## src/hw/rtl/cuws_pkg.sv

```systemverilog
// ----------------------------------------------------------------------------
// cuws_pkg
// Shared types and constants for the CPU utilisation window statistics block.
// ----------------------------------------------------------------------------
package cuws_pkg;

    localparam int NFIELD  = 8;
    localparam int NCAT    = 7;
    localparam int CNT_W   = 32;
    localparam int FRAC_W  = 16;
    localparam int RATE_W  = 14;
    localparam int CAT_W   = 3;
    localparam int FIELD_W = 3;

    localparam logic [RATE_W-1:0] RATE_RESET = 14'd100;
    localparam logic [9:0]        TICK_SCALE = 10'd1000;
    localparam logic [FRAC_W-1:0] FRAC_MAX   = 16'hFFFF;
    localparam logic [FRAC_W-1:0] FRAC_ZERO  = 16'h0000;
    localparam logic [CAT_W-1:0]  CAT_LAST   = 3'd6;
    localparam logic [FIELD_W-1:0] FIELD_LAST = 3'd7;
    localparam logic [FIELD_W-1:0] FIELD_TIME = 3'd0;

    typedef enum logic [9:0] {
        S_IDLE      = 10'b00_0000_0001,
        S_SUM_RD    = 10'b00_0000_0010,
        S_SUM_WR    = 10'b00_0000_0100,
        S_FRAC_GO   = 10'b00_0000_1000,
        S_FRAC_WAIT = 10'b00_0001_0000,
        S_ADV       = 10'b00_0010_0000,
        S_STAT_GO   = 10'b00_0100_0000,
        S_SCAN      = 10'b00_1000_0000,
        S_STAT_WAIT = 10'b01_0000_0000,
        S_OUT       = 10'b10_0000_0000
    } t_state;

    typedef enum logic [2:0] {
        D_IDLE = 3'b001,
        D_CHK  = 3'b010,
        D_ITER = 3'b100
    } t_div_state;

    typedef struct packed {
        logic               load_snap;
        logic               sum_rd;
        logic               sum_wr;
        logic               frac_go;
        logic               frac_wr;
        logic               advance;
        logic               stat_go;
        logic               scan_step;
        logic               out_load;
        logic [FIELD_W-1:0] idx;
    } t_cmd;

    typedef struct packed {
        logic have_prev;
        logic div_busy;
        logic scan_last;
        logic cmp_vld;
    } t_status;

endpackage

```

## src/hw/rtl/cuws_ctrl.sv

```systemverilog
// ----------------------------------------------------------------------------
// cuws_ctrl
// Sequencer: sum update per field, fraction per category, then per category
// a window scan with the average division and one result beat.
// ----------------------------------------------------------------------------
module cuws_ctrl
    import cuws_pkg::*;
(
    input  logic    i_clk,
    input  logic    i_rst_n,
    input  logic    i_valid,
    output logic    o_stall,
    output logic    o_valid,
    input  logic    i_stall,
    input  t_status i_status,
    output t_cmd    o_cmd
);

    t_state             r_state;
    t_state             n_state;
    logic [FIELD_W-1:0] r_idx;
    logic [FIELD_W-1:0] n_idx;
    logic               r_out_vld;
    logic               n_out_vld;

    always_comb begin
        n_state   = r_state;
        n_idx     = r_idx;
        n_out_vld = r_out_vld;
        o_cmd     = '0;
        o_cmd.idx = r_idx;
        unique case (r_state)
            S_IDLE: begin
                if (i_valid) begin
                    o_cmd.load_snap = 1'b1;
                    n_idx           = '0;
                    if (i_status.have_prev) begin
                        n_state = S_SUM_RD;
                    end
                end
            end
            S_SUM_RD: begin
                o_cmd.sum_rd = 1'b1;
                n_state      = S_SUM_WR;
            end
            S_SUM_WR: begin
                o_cmd.sum_wr = 1'b1;
                if (r_idx == FIELD_LAST) begin
                    n_idx   = '0;
                    n_state = S_FRAC_GO;
                end else begin
                    n_idx   = r_idx + FIELD_W'(1);
                    n_state = S_SUM_RD;
                end
            end
            S_FRAC_GO: begin
                o_cmd.frac_go = 1'b1;
                n_state       = S_FRAC_WAIT;
            end
            S_FRAC_WAIT: begin
                if (!i_status.div_busy) begin
                    o_cmd.frac_wr = 1'b1;
                    if (r_idx == CAT_LAST) begin
                        n_idx   = '0;
                        n_state = S_ADV;
                    end else begin
                        n_idx   = r_idx + FIELD_W'(1);
                        n_state = S_FRAC_GO;
                    end
                end
            end
            S_ADV: begin
                o_cmd.advance = 1'b1;
                n_state       = S_STAT_GO;
            end
            S_STAT_GO: begin
                o_cmd.stat_go = 1'b1;
                n_state       = S_SCAN;
            end
            S_SCAN: begin
                o_cmd.scan_step = 1'b1;
                if (i_status.scan_last) begin
                    n_state = S_STAT_WAIT;
                end
            end
            S_STAT_WAIT: begin
                if (!i_status.div_busy && !i_status.cmp_vld) begin
                    o_cmd.out_load = 1'b1;
                    n_out_vld      = 1'b1;
                    n_state        = S_OUT;
                end
            end
            S_OUT: begin
                if (!i_stall) begin
                    n_out_vld = 1'b0;
                    if (r_idx == CAT_LAST) begin
                        n_idx   = '0;
                        n_state = S_IDLE;
                    end else begin
                        n_idx   = r_idx + FIELD_W'(1);
                        n_state = S_STAT_GO;
                    end
                end
            end
            default: n_state = S_IDLE;
        endcase
    end

    always_ff @(posedge i_clk) begin
        if (!i_rst_n) begin
            r_state   <= S_IDLE;
            r_idx     <= '0;
            r_out_vld <= 1'b0;
        end else begin
            r_state   <= n_state;
            r_idx     <= n_idx;
            r_out_vld <= n_out_vld;
        end
    end

    assign o_stall = (r_state != S_IDLE);
    assign o_valid = r_out_vld;

endmodule

```

## config.mk

```make
export PLATFORM = sky130hd
export DESIGN_NAME = cuws_ctrl
export DESIGN_NICKNAME = d
export VERILOG_FILES = /design/src/hw/rtl/cuws_pkg.sv /design/src/hw/rtl/cuws_ctrl.sv
export SDC_FILE = /design/constraint.sdc
export NUM_CORES = 1
export LEC_CHECK = 0
export ABC_CLOCK_PERIOD_IN_PS = 2610
export BUFFER_PORTS_ARGS = -buffer_cell sky130_fd_sc_hd__clkbuf_2
export CAP_MARGIN = 5
export CORE_MARGIN = 2
export CORE_UTILIZATION = 56
export DETAILED_ROUTE_END_ITERATION = 10
export PLACE_DENSITY = 0.82
export RECOVER_POWER = 100
export SETUP_SLACK_MARGIN = 0.15
export SLEW_MARGIN = 20
export SYNTH_ARGS = -nofsm -noshare
export SYNTH_HDL_FRONTEND = slang
export SYNTH_SLANG_ARGS = --single-unit
```

## constraint.sdc

```tcl
create_clock -name i_clk -period 2.61 [get_ports i_clk]
set_input_delay 0.1305 -clock i_clk [delete_from_list [all_inputs] [get_ports i_clk]]
set_output_delay 0.1305 -clock i_clk [all_outputs]
set_load 0.01 [all_outputs]
```

==> key figures, run 1 <==
STA
  • Fin. Hold Viols: 0
  • Max-slew violations: 0
  • Final setup margin: between 300 and 400 ps
  • Setup TNS: 0 ps
  • Worst Tran Pin Value: 688 ps
  • Maximum clock frequency: between 400 and 500 MHz
  • Period utilization: 88.2%
  • Final setup vio count: 0
  • Rel. slew slack: 53.8%
  • Tmin final: roughly 2300 ps
  • Skew final: 5.97 ps
  • Unrepaired setup endpoints after global routing: false

Drt
  • Detailed Routing Iterations Pass 1: 5
  • Initial DRC Count: 55
  • WL final: around 2400 microns
  • Drt wl/cell: 15.1 microns
  • DR vias: 1034
  • Routed Antenna Nets: 0
  • DRC: 0
  • Avg Vias per Cell: 6.54

Clock tree
  • CTS buffer count: 3
  • Clock Tree Buf Depth: 2
  • Worst-skew pair later-pin latency: 280 ps
  • Clock Pin Slew Worst Setup and Hold Paths: approximately 90 ps
  • H-tree Lvls: 1
  • TritonCTS clock tree: built
  • Clk Tree Root Cell: clkbuf_4
  • CTS sink count: 14
  • Post-CTS Setup Inserts: 0

GRT
  • Largest net degree at the start of global routing: 13
  • First-pass GRT wire length: 3680 microns
  • Number of global-route vias before repair: 824
  • Total Routing Usage GR: 24.7%
  • GR Overflow Total: 0
  • Initial antenna violation count: 0

Placed design
  • Gpl congestion: 0.888
  • Number of I/O port buffers: 21
  • Pre-CTS setup slack: 612 ps
  • Dpl hpwl: 1810 microns

Status
  • Status: finished clean

Finish
  • Filler cells: 155
  • P&R area growth vs syn: 10.5%
  • Nets@finish: 153
  • # diodes: 0
  • Share of cells above drive strength 1: 14.2%

Setup path
  • Worst endpoint required time: 2480 ps
  • Crit path max-delay family: simple AND/OR/NAND/NOR gates
  • Slowest-stage cell, CP: or4_1
  • CP Buf/Inv Count: 1
  • Crit end category: output port
  • Worst-path cell chain: or4_1 -> nor4_1 -> clkbuf_2
  • Worst setup SP type: flip-flop
  • Slowest stage delay, CP: 690 ps
  • Crit-path max FO: 8
  • Kind of critical path: reg -> out
  • CP arrival: 2170 ps

Logic synthesis
  • Avg Synthesized Cell Area: 7.94 sq um
  • Syn_nets: 134
  • Dominant synthesized flop cell: dfxtp_1
  • Synthesized area: 977 sq um
  • Post-synth EDFFs: 0
  • Asr flop ratio synth: 0%
  • Cells after Synth: 123
  • YS warnings: 0
  • Seq cells post-synth: 14
  • Library cells used by synthesis: 43
  • Sequential cell area fraction in the yosys report: 28.7%

Power and ir drop
  • Combinational Power Share: 41.1%
  • Flop pwr share: 36.3%
  • Pwr Density: 643 nW/um^2
  • Internal cell power: 0.430 mW
  • Switching pwr: ~0.26 mW
  • Maximum vdd drop: 406 uV
  • Leakage: between 0.4 and 0.5 nW
  • Sw frac: 38.1%
  • Clock network power share: 22.6%

Job
  • Max-cap violations: 0

Die
  • Starting Density: 57.9%
  • Placement Rows: 15
  • Die W: 45.8 microns
  • Die H: 45.8 microns
  • Die area: 2090 sq um
  • CORE AREA: 1690 sq um
  • Io pins: 22

Hold path
  • Worst min path class: in -> reg
==> routing by layer <==
layer	up-vias	wire, microns	track usage [%]
li1	494	-	-
met2	51	1140	39.2
met5	-	0	0
met3	6	171	4.76
met1	483	1050	34.1
met4	0	27	6.86
==> synthesized netlist by cell type, types with 2 or more instances <==
cell type | instances | share of area [%]
and3b_1 | 2 | 1.8
a21oi_1 | 7 | 3.6
and3_1 | 3 | 1.9
nor4_2 | 2 | 2.6
dfxtp_1 | 14 | 29
nor3_1 | 5 | 2.6
buf_2 | 3 | 1.5
or4_1 | 3 | 2.3
ha_1 | 3 | 3.8
o21ai_1 | 2 | 1.0
and2_1 | 3 | 1.9
o21ai_0 | 5 | 2.6
nand2_1 | 7 | 2.7
nand4_1 | 3 | 1.9
clkbuf_1 | 3 | 1.2
nor2b_1 | 2 | 1.3
inv_1 | 6 | 2.3
nand3_1 | 10 | 5.1
mux2i_1 | 3 | 3.1
nor2_1 | 10 | 3.8
o21a_1 | 2 | 1.5
xor2_1 | 3 | 2.7
nor4_1 | 2 | 1.3
==> worst register-to-register path, cell delays in order (launching register included) <==
cell	delay [ps]
dfxtp_1	400
nor4_2	650
and2_0	310
o31ai_1	130
or3_1	420
mux2i_1	160
==> per-stage QoR <==
stage	instance area (sq um)	power [mW]	utilization, %	hold slack (ps)	cells
after floorplan	977	0.475	-	303	123
after global placement	1070	0.531	63.1	464	154
after detailed placement	1070	0.535	63.1	483	154
after CTS	1100	0.692	65.3	187	158
after global routing	1080	0.732	63.9	201	158
final	1080	0.694	63.9	193	158
==> final cells by class <==
cell class / instances / area (sq um) / share of cell area (%)
clock buffer: 4 / 36.3 / 3.36
inverter: 6 / 22.5 / 2.09
multi-input combinational: 96 / 626 / 57.9
sequential: 14 / 280 / 26.0
tap: 17 / 21.3 / 1.97
timing repair buffer: 21 / 93.8 / 8.69
==> cells in the final DEF, fill, tap and decap left out, types with 5 or more instances in the layout <==
cell type	instances
nor3_1	5
nand3_1	10
dfxtp_1	14
a21oi_1	7
inv_1	6
clkbuf_2	12
o21ai_0	7
nor2_1	10
nand2_1	7
clkbuf_1	9
==> logic make-up after synthesis <==
group / share of synthesized area (%)
compound gates: 16.1
xor+xnor: 3.59
flops: 28.7
buf+inv: 6.15
fa+ha+maj: 3.84
simple gates: 38.5
mux: 3.07
==> timing repair <==
item | in CTS | in global routing
gates resized for setup | 0 | 1
hold endpoints to repair | 0 | 0
hold buffers | 0 | 0
setup endpoints to repair | 0 | 1
==> path summary, 6_finish.rpt <==
check                          start                    end  slack (ps)  cells past startpoint
max          r_state[0]$_SDFFE_PN1P_               o_cmd[4]         310                      3
min                      i_status[0]   o_valid$_SDFFE_PN0P_         190                      3
max reg2reg  r_state[6]$_SDFFE_PN0P_  r_idx[2]$_SDFFE_PN0P_         430                      5
min reg2reg     o_valid$_SDFFE_PN0P_   o_valid$_SDFFE_PN0P_         490                      2
==> sequential cells by signal (all words and copies together), names as in the netlist <==
name,cells
o_valid,1
r_idx,3
r_state,10
==> power by group through the flow <==
stage	Sequential [mW]	Clock (mW)	Combinational [mW]
5_1_grt	0.255	0.167	0.310
4_1_cts	0.249	0.159	0.284
6_report	0.252	0.157	0.285
2_1_floorplan	0.248	0	0.226
3_3_place_gp	0.252	0	0.279
3_5_place_dp	0.254	0	0.281
(Power assumes the default switching activity.)
==> run 2: changes to the inputs <==
--- a/config.mk
+++ b/config.mk
@@ -8,7 +8,6 @@
 export ABC_CLOCK_PERIOD_IN_PS = 2610
 export BUFFER_PORTS_ARGS = -buffer_cell sky130_fd_sc_hd__clkbuf_2
 export CAP_MARGIN = 5
-export CORE_MARGIN = 2
 export CORE_UTILIZATION = 56
 export DETAILED_ROUTE_END_ITERATION = 10
 export PLACE_DENSITY = 0.82
==> run 2 against run 1 <==
The run now ends with DRC left. Non-clock buffer count did not move. Hold slack got worse by 18 ps. Sequential power barely moved. Critical path type unchanged. Largest power group unchanged. Highest routed layer unchanged.
==> key figures, run 2 (same netlist as run 1, synthesis figures left out) <==
Die
  • Die W: 43.8 microns (was 45.8 microns)
  • CORE AREA: 1560 sq um (was 1690 sq um)
  • Placement Rows: 14 (was 15)
  • Io pins: 22 (unchanged)
  • Die H: 43.8 microns (was 45.8 microns)
  • Die area: 1920 sq um (was 2090 sq um)
  • Starting Density: 62.7% (was 57.9%)

Clock tree
  • Worst-skew pair later-pin latency: 280 ps (about the same)
  • # hold bufs at CTS: 0 (unchanged)
  • Clk Tree Root Cell: clkbuf_4 (unchanged)
  • Clock Tree Buf Depth: 2 (unchanged)
  • PostCTS Resize Cnt: 0 (unchanged)
  • H-tree Lvls: 1 (unchanged)
  • Post-CTS Setup Inserts: 0 (unchanged)
  • Clock Pin Slew Worst Setup and Hold Paths: 90 ps (about the same)
  • TritonCTS clock tree: built (unchanged)
  • CTS buffer count: 3 (unchanged)
  • CTS sink count: 14 (unchanged)

Finish
  • Most common cell after layout, fill and taps aside: dfxtp_1 (unchanged)
  • Share of cells above drive strength 1: 12.1% (was 14.2%)
  • Most frequent cells in the layout: 14 x dfxtp_1, 11 x clkbuf_2, 10 x nor2_1, 10 x nand3_1, 10 x clkbuf_1 (was 14 x dfxtp_1, 12 x clkbuf_2, 10 x nor2_1, 10 x nand3_1, 9 x clkbuf_1)
  • Max reg flops: 10 (unchanged)
  • # diodes: 0 (unchanged)
  • Nets@finish: 153 (unchanged)
  • P&R area growth vs syn: 8.71% (was 10.5%)
  • Biggest register: r_state (unchanged)

STA
  • Unrepaired setup endpoints after global routing: false (unchanged)
  • Final setup vio count: 0 (unchanged)
  • Period utilization: 89.7% (was 88.2%)
  • Max-slew violations: 0 (unchanged)
  • Tmin final: 2340 ps (was 2300 ps)
  • Setup TNS: 0 ps (unchanged)
  • Skew final: 11.4 ps (was 5.97 ps)
  • Maximum clock frequency: 427 MHz (was 434 MHz)
  • Rel. slew slack: 42.4% (was 53.8%)
  • Fin. Hold Viols: 0 (unchanged)
  • Worst Tran Pin Value: 852 ps (was 688 ps)

Status
  • Status: finished with violations (was finished clean)
  • Failing checks: DRC

GRT
  • GR Overflow Total: 0 (unchanged)
  • Largest net degree at the start of global routing: 13 (unchanged)
  • Initial antenna violation count: 0 (unchanged)
  • Total Routing Usage GR: 27.0% (was 24.7%)
  • Number of global-route vias before repair: 885 (was 824)
  • First-pass GRT wire length: 3880 microns (was 3680 microns)

Setup path
  • Crit-path max FO: 8 (unchanged)
  • R2R cell count: 4 (was 5)
  • Worst-path cell chain: nor4_1 -> nand2_1 -> or4_1 -> inv_1 -> clkbuf_1 (was or4_1 -> nor4_1 -> clkbuf_2)
  • Kind of critical path: reg -> out (unchanged)
  • Slowest-stage cell, CP: nor4_1 (was or4_1)
  • Worst setup SP type: flip-flop (unchanged)
  • Crit end category: output port (unchanged)
  • Slowest stage delay, CP: 580 ps (was 690 ps)
  • Worst endpoint required time: 2480 ps (about the same)
  • CP arrival: 2210 ps (was 2170 ps)

Power and ir drop
  • Maximum vdd drop: 370 uV (was 406 uV)
  • Pwr Density: 621 nW/um^2 (was 643 nW/um^2)
  • Pwr Total: 0.659 mW (was 0.694 mW)
  • Leakage: 0.461 nW (was 0.466 nW)

Placed design
  • Dpl hpwl: 1790 microns (was 1810 microns)
  • Number of I/O port buffers: 21 (unchanged)
  • Gpl congestion: 0.913 (was 0.888)

Drt
  • Avg Vias per Cell: 6.58 (was 6.54)
  • Detailed Routing Iterations Pass 1: 8 (was 5)
  • DRC: 2 (was 0)
  • Routed Antenna Nets: 0 (unchanged)
  • DR vias: 1027 (was 1034)
  • Initial DRC Count: 49 (was 55)
  • WL final: 2370 microns (was 2390 microns)
  • Drt wl/cell: 15.2 microns (was 15.1 microns)

Hold path
  • Hold depth: 3 (unchanged)
  • Worst min path class: in -> reg (unchanged)

Job
  • Max-cap violations: 0 (unchanged)
==> run 2: layout make-up <==
cell class	instances	area, sq um
timing repair buffer	21	92.6
tap	16	20.0
inverter	6	22.5
sequential	14	280
fill	154	497
clock buffer	3	22.5
multi-input combinational	96	624
==> run 2: power breakdown <==
| part | switching [mW] | internal (mW) | total, mW |
|---|---|---|---|
| clock | 0.0696 | 0.0535 | 0.123 |
| combinational | 0.170 | 0.115 | 0.286 |
| sequential | 0.0233 | 0.227 | 0.251 |
==> run 2: per-stage QoR <==
stage,setup WS (ps),std cells,hold slack (ps),util [%],area (sq um)
floorplan,849,123,303,-,977
global placement,713,153,471,68.3,1060
detailed placement,658,153,473,68.3,1060
CTS,332,156,174,69.7,1090
global route,169,156,200,68.1,1060
finish,269,156,175,68.1,1060
==> run 2: worst paths after layout <==
| kind | from | to | slack, ps |
|---|---|---|---|
| max | r_state[0]$_SDFFE_PN1P_ | o_cmd[3] | 270 |
| min | i_status[0] | o_valid$_SDFFE_PN0P_ | 170 |
| max reg2reg | r_state[9]$_SDFFE_PN0P_ | r_idx[2]$_SDFFE_PN0P_ | 440 |
| min reg2reg | o_valid$_SDFFE_PN0P_ | o_valid$_SDFFE_PN0P_ | 490 |
==> run 2: per-layer routing <==
metal | wire length [microns] | part of all wire [%] | global-route usage (%) | vias up
met3 | 250 | 11 | 5.00 | 9
met1 | 1020 | 43 | 36.9 | 463
li1 | - | - | - | 489
met2 | 1050 | 44 | 44.2 | 66
met5 | 0 | 0 | 0 | -
met4 | 46 | 1.9 | 5.63 | 0
==> run 2: critical path, delay by kind of cell (launching register included) <==
family                 cells  cell delay [ps]
buffers and inverters      2              220
and+or+nand+nor            3             1320
DFF                        1              380
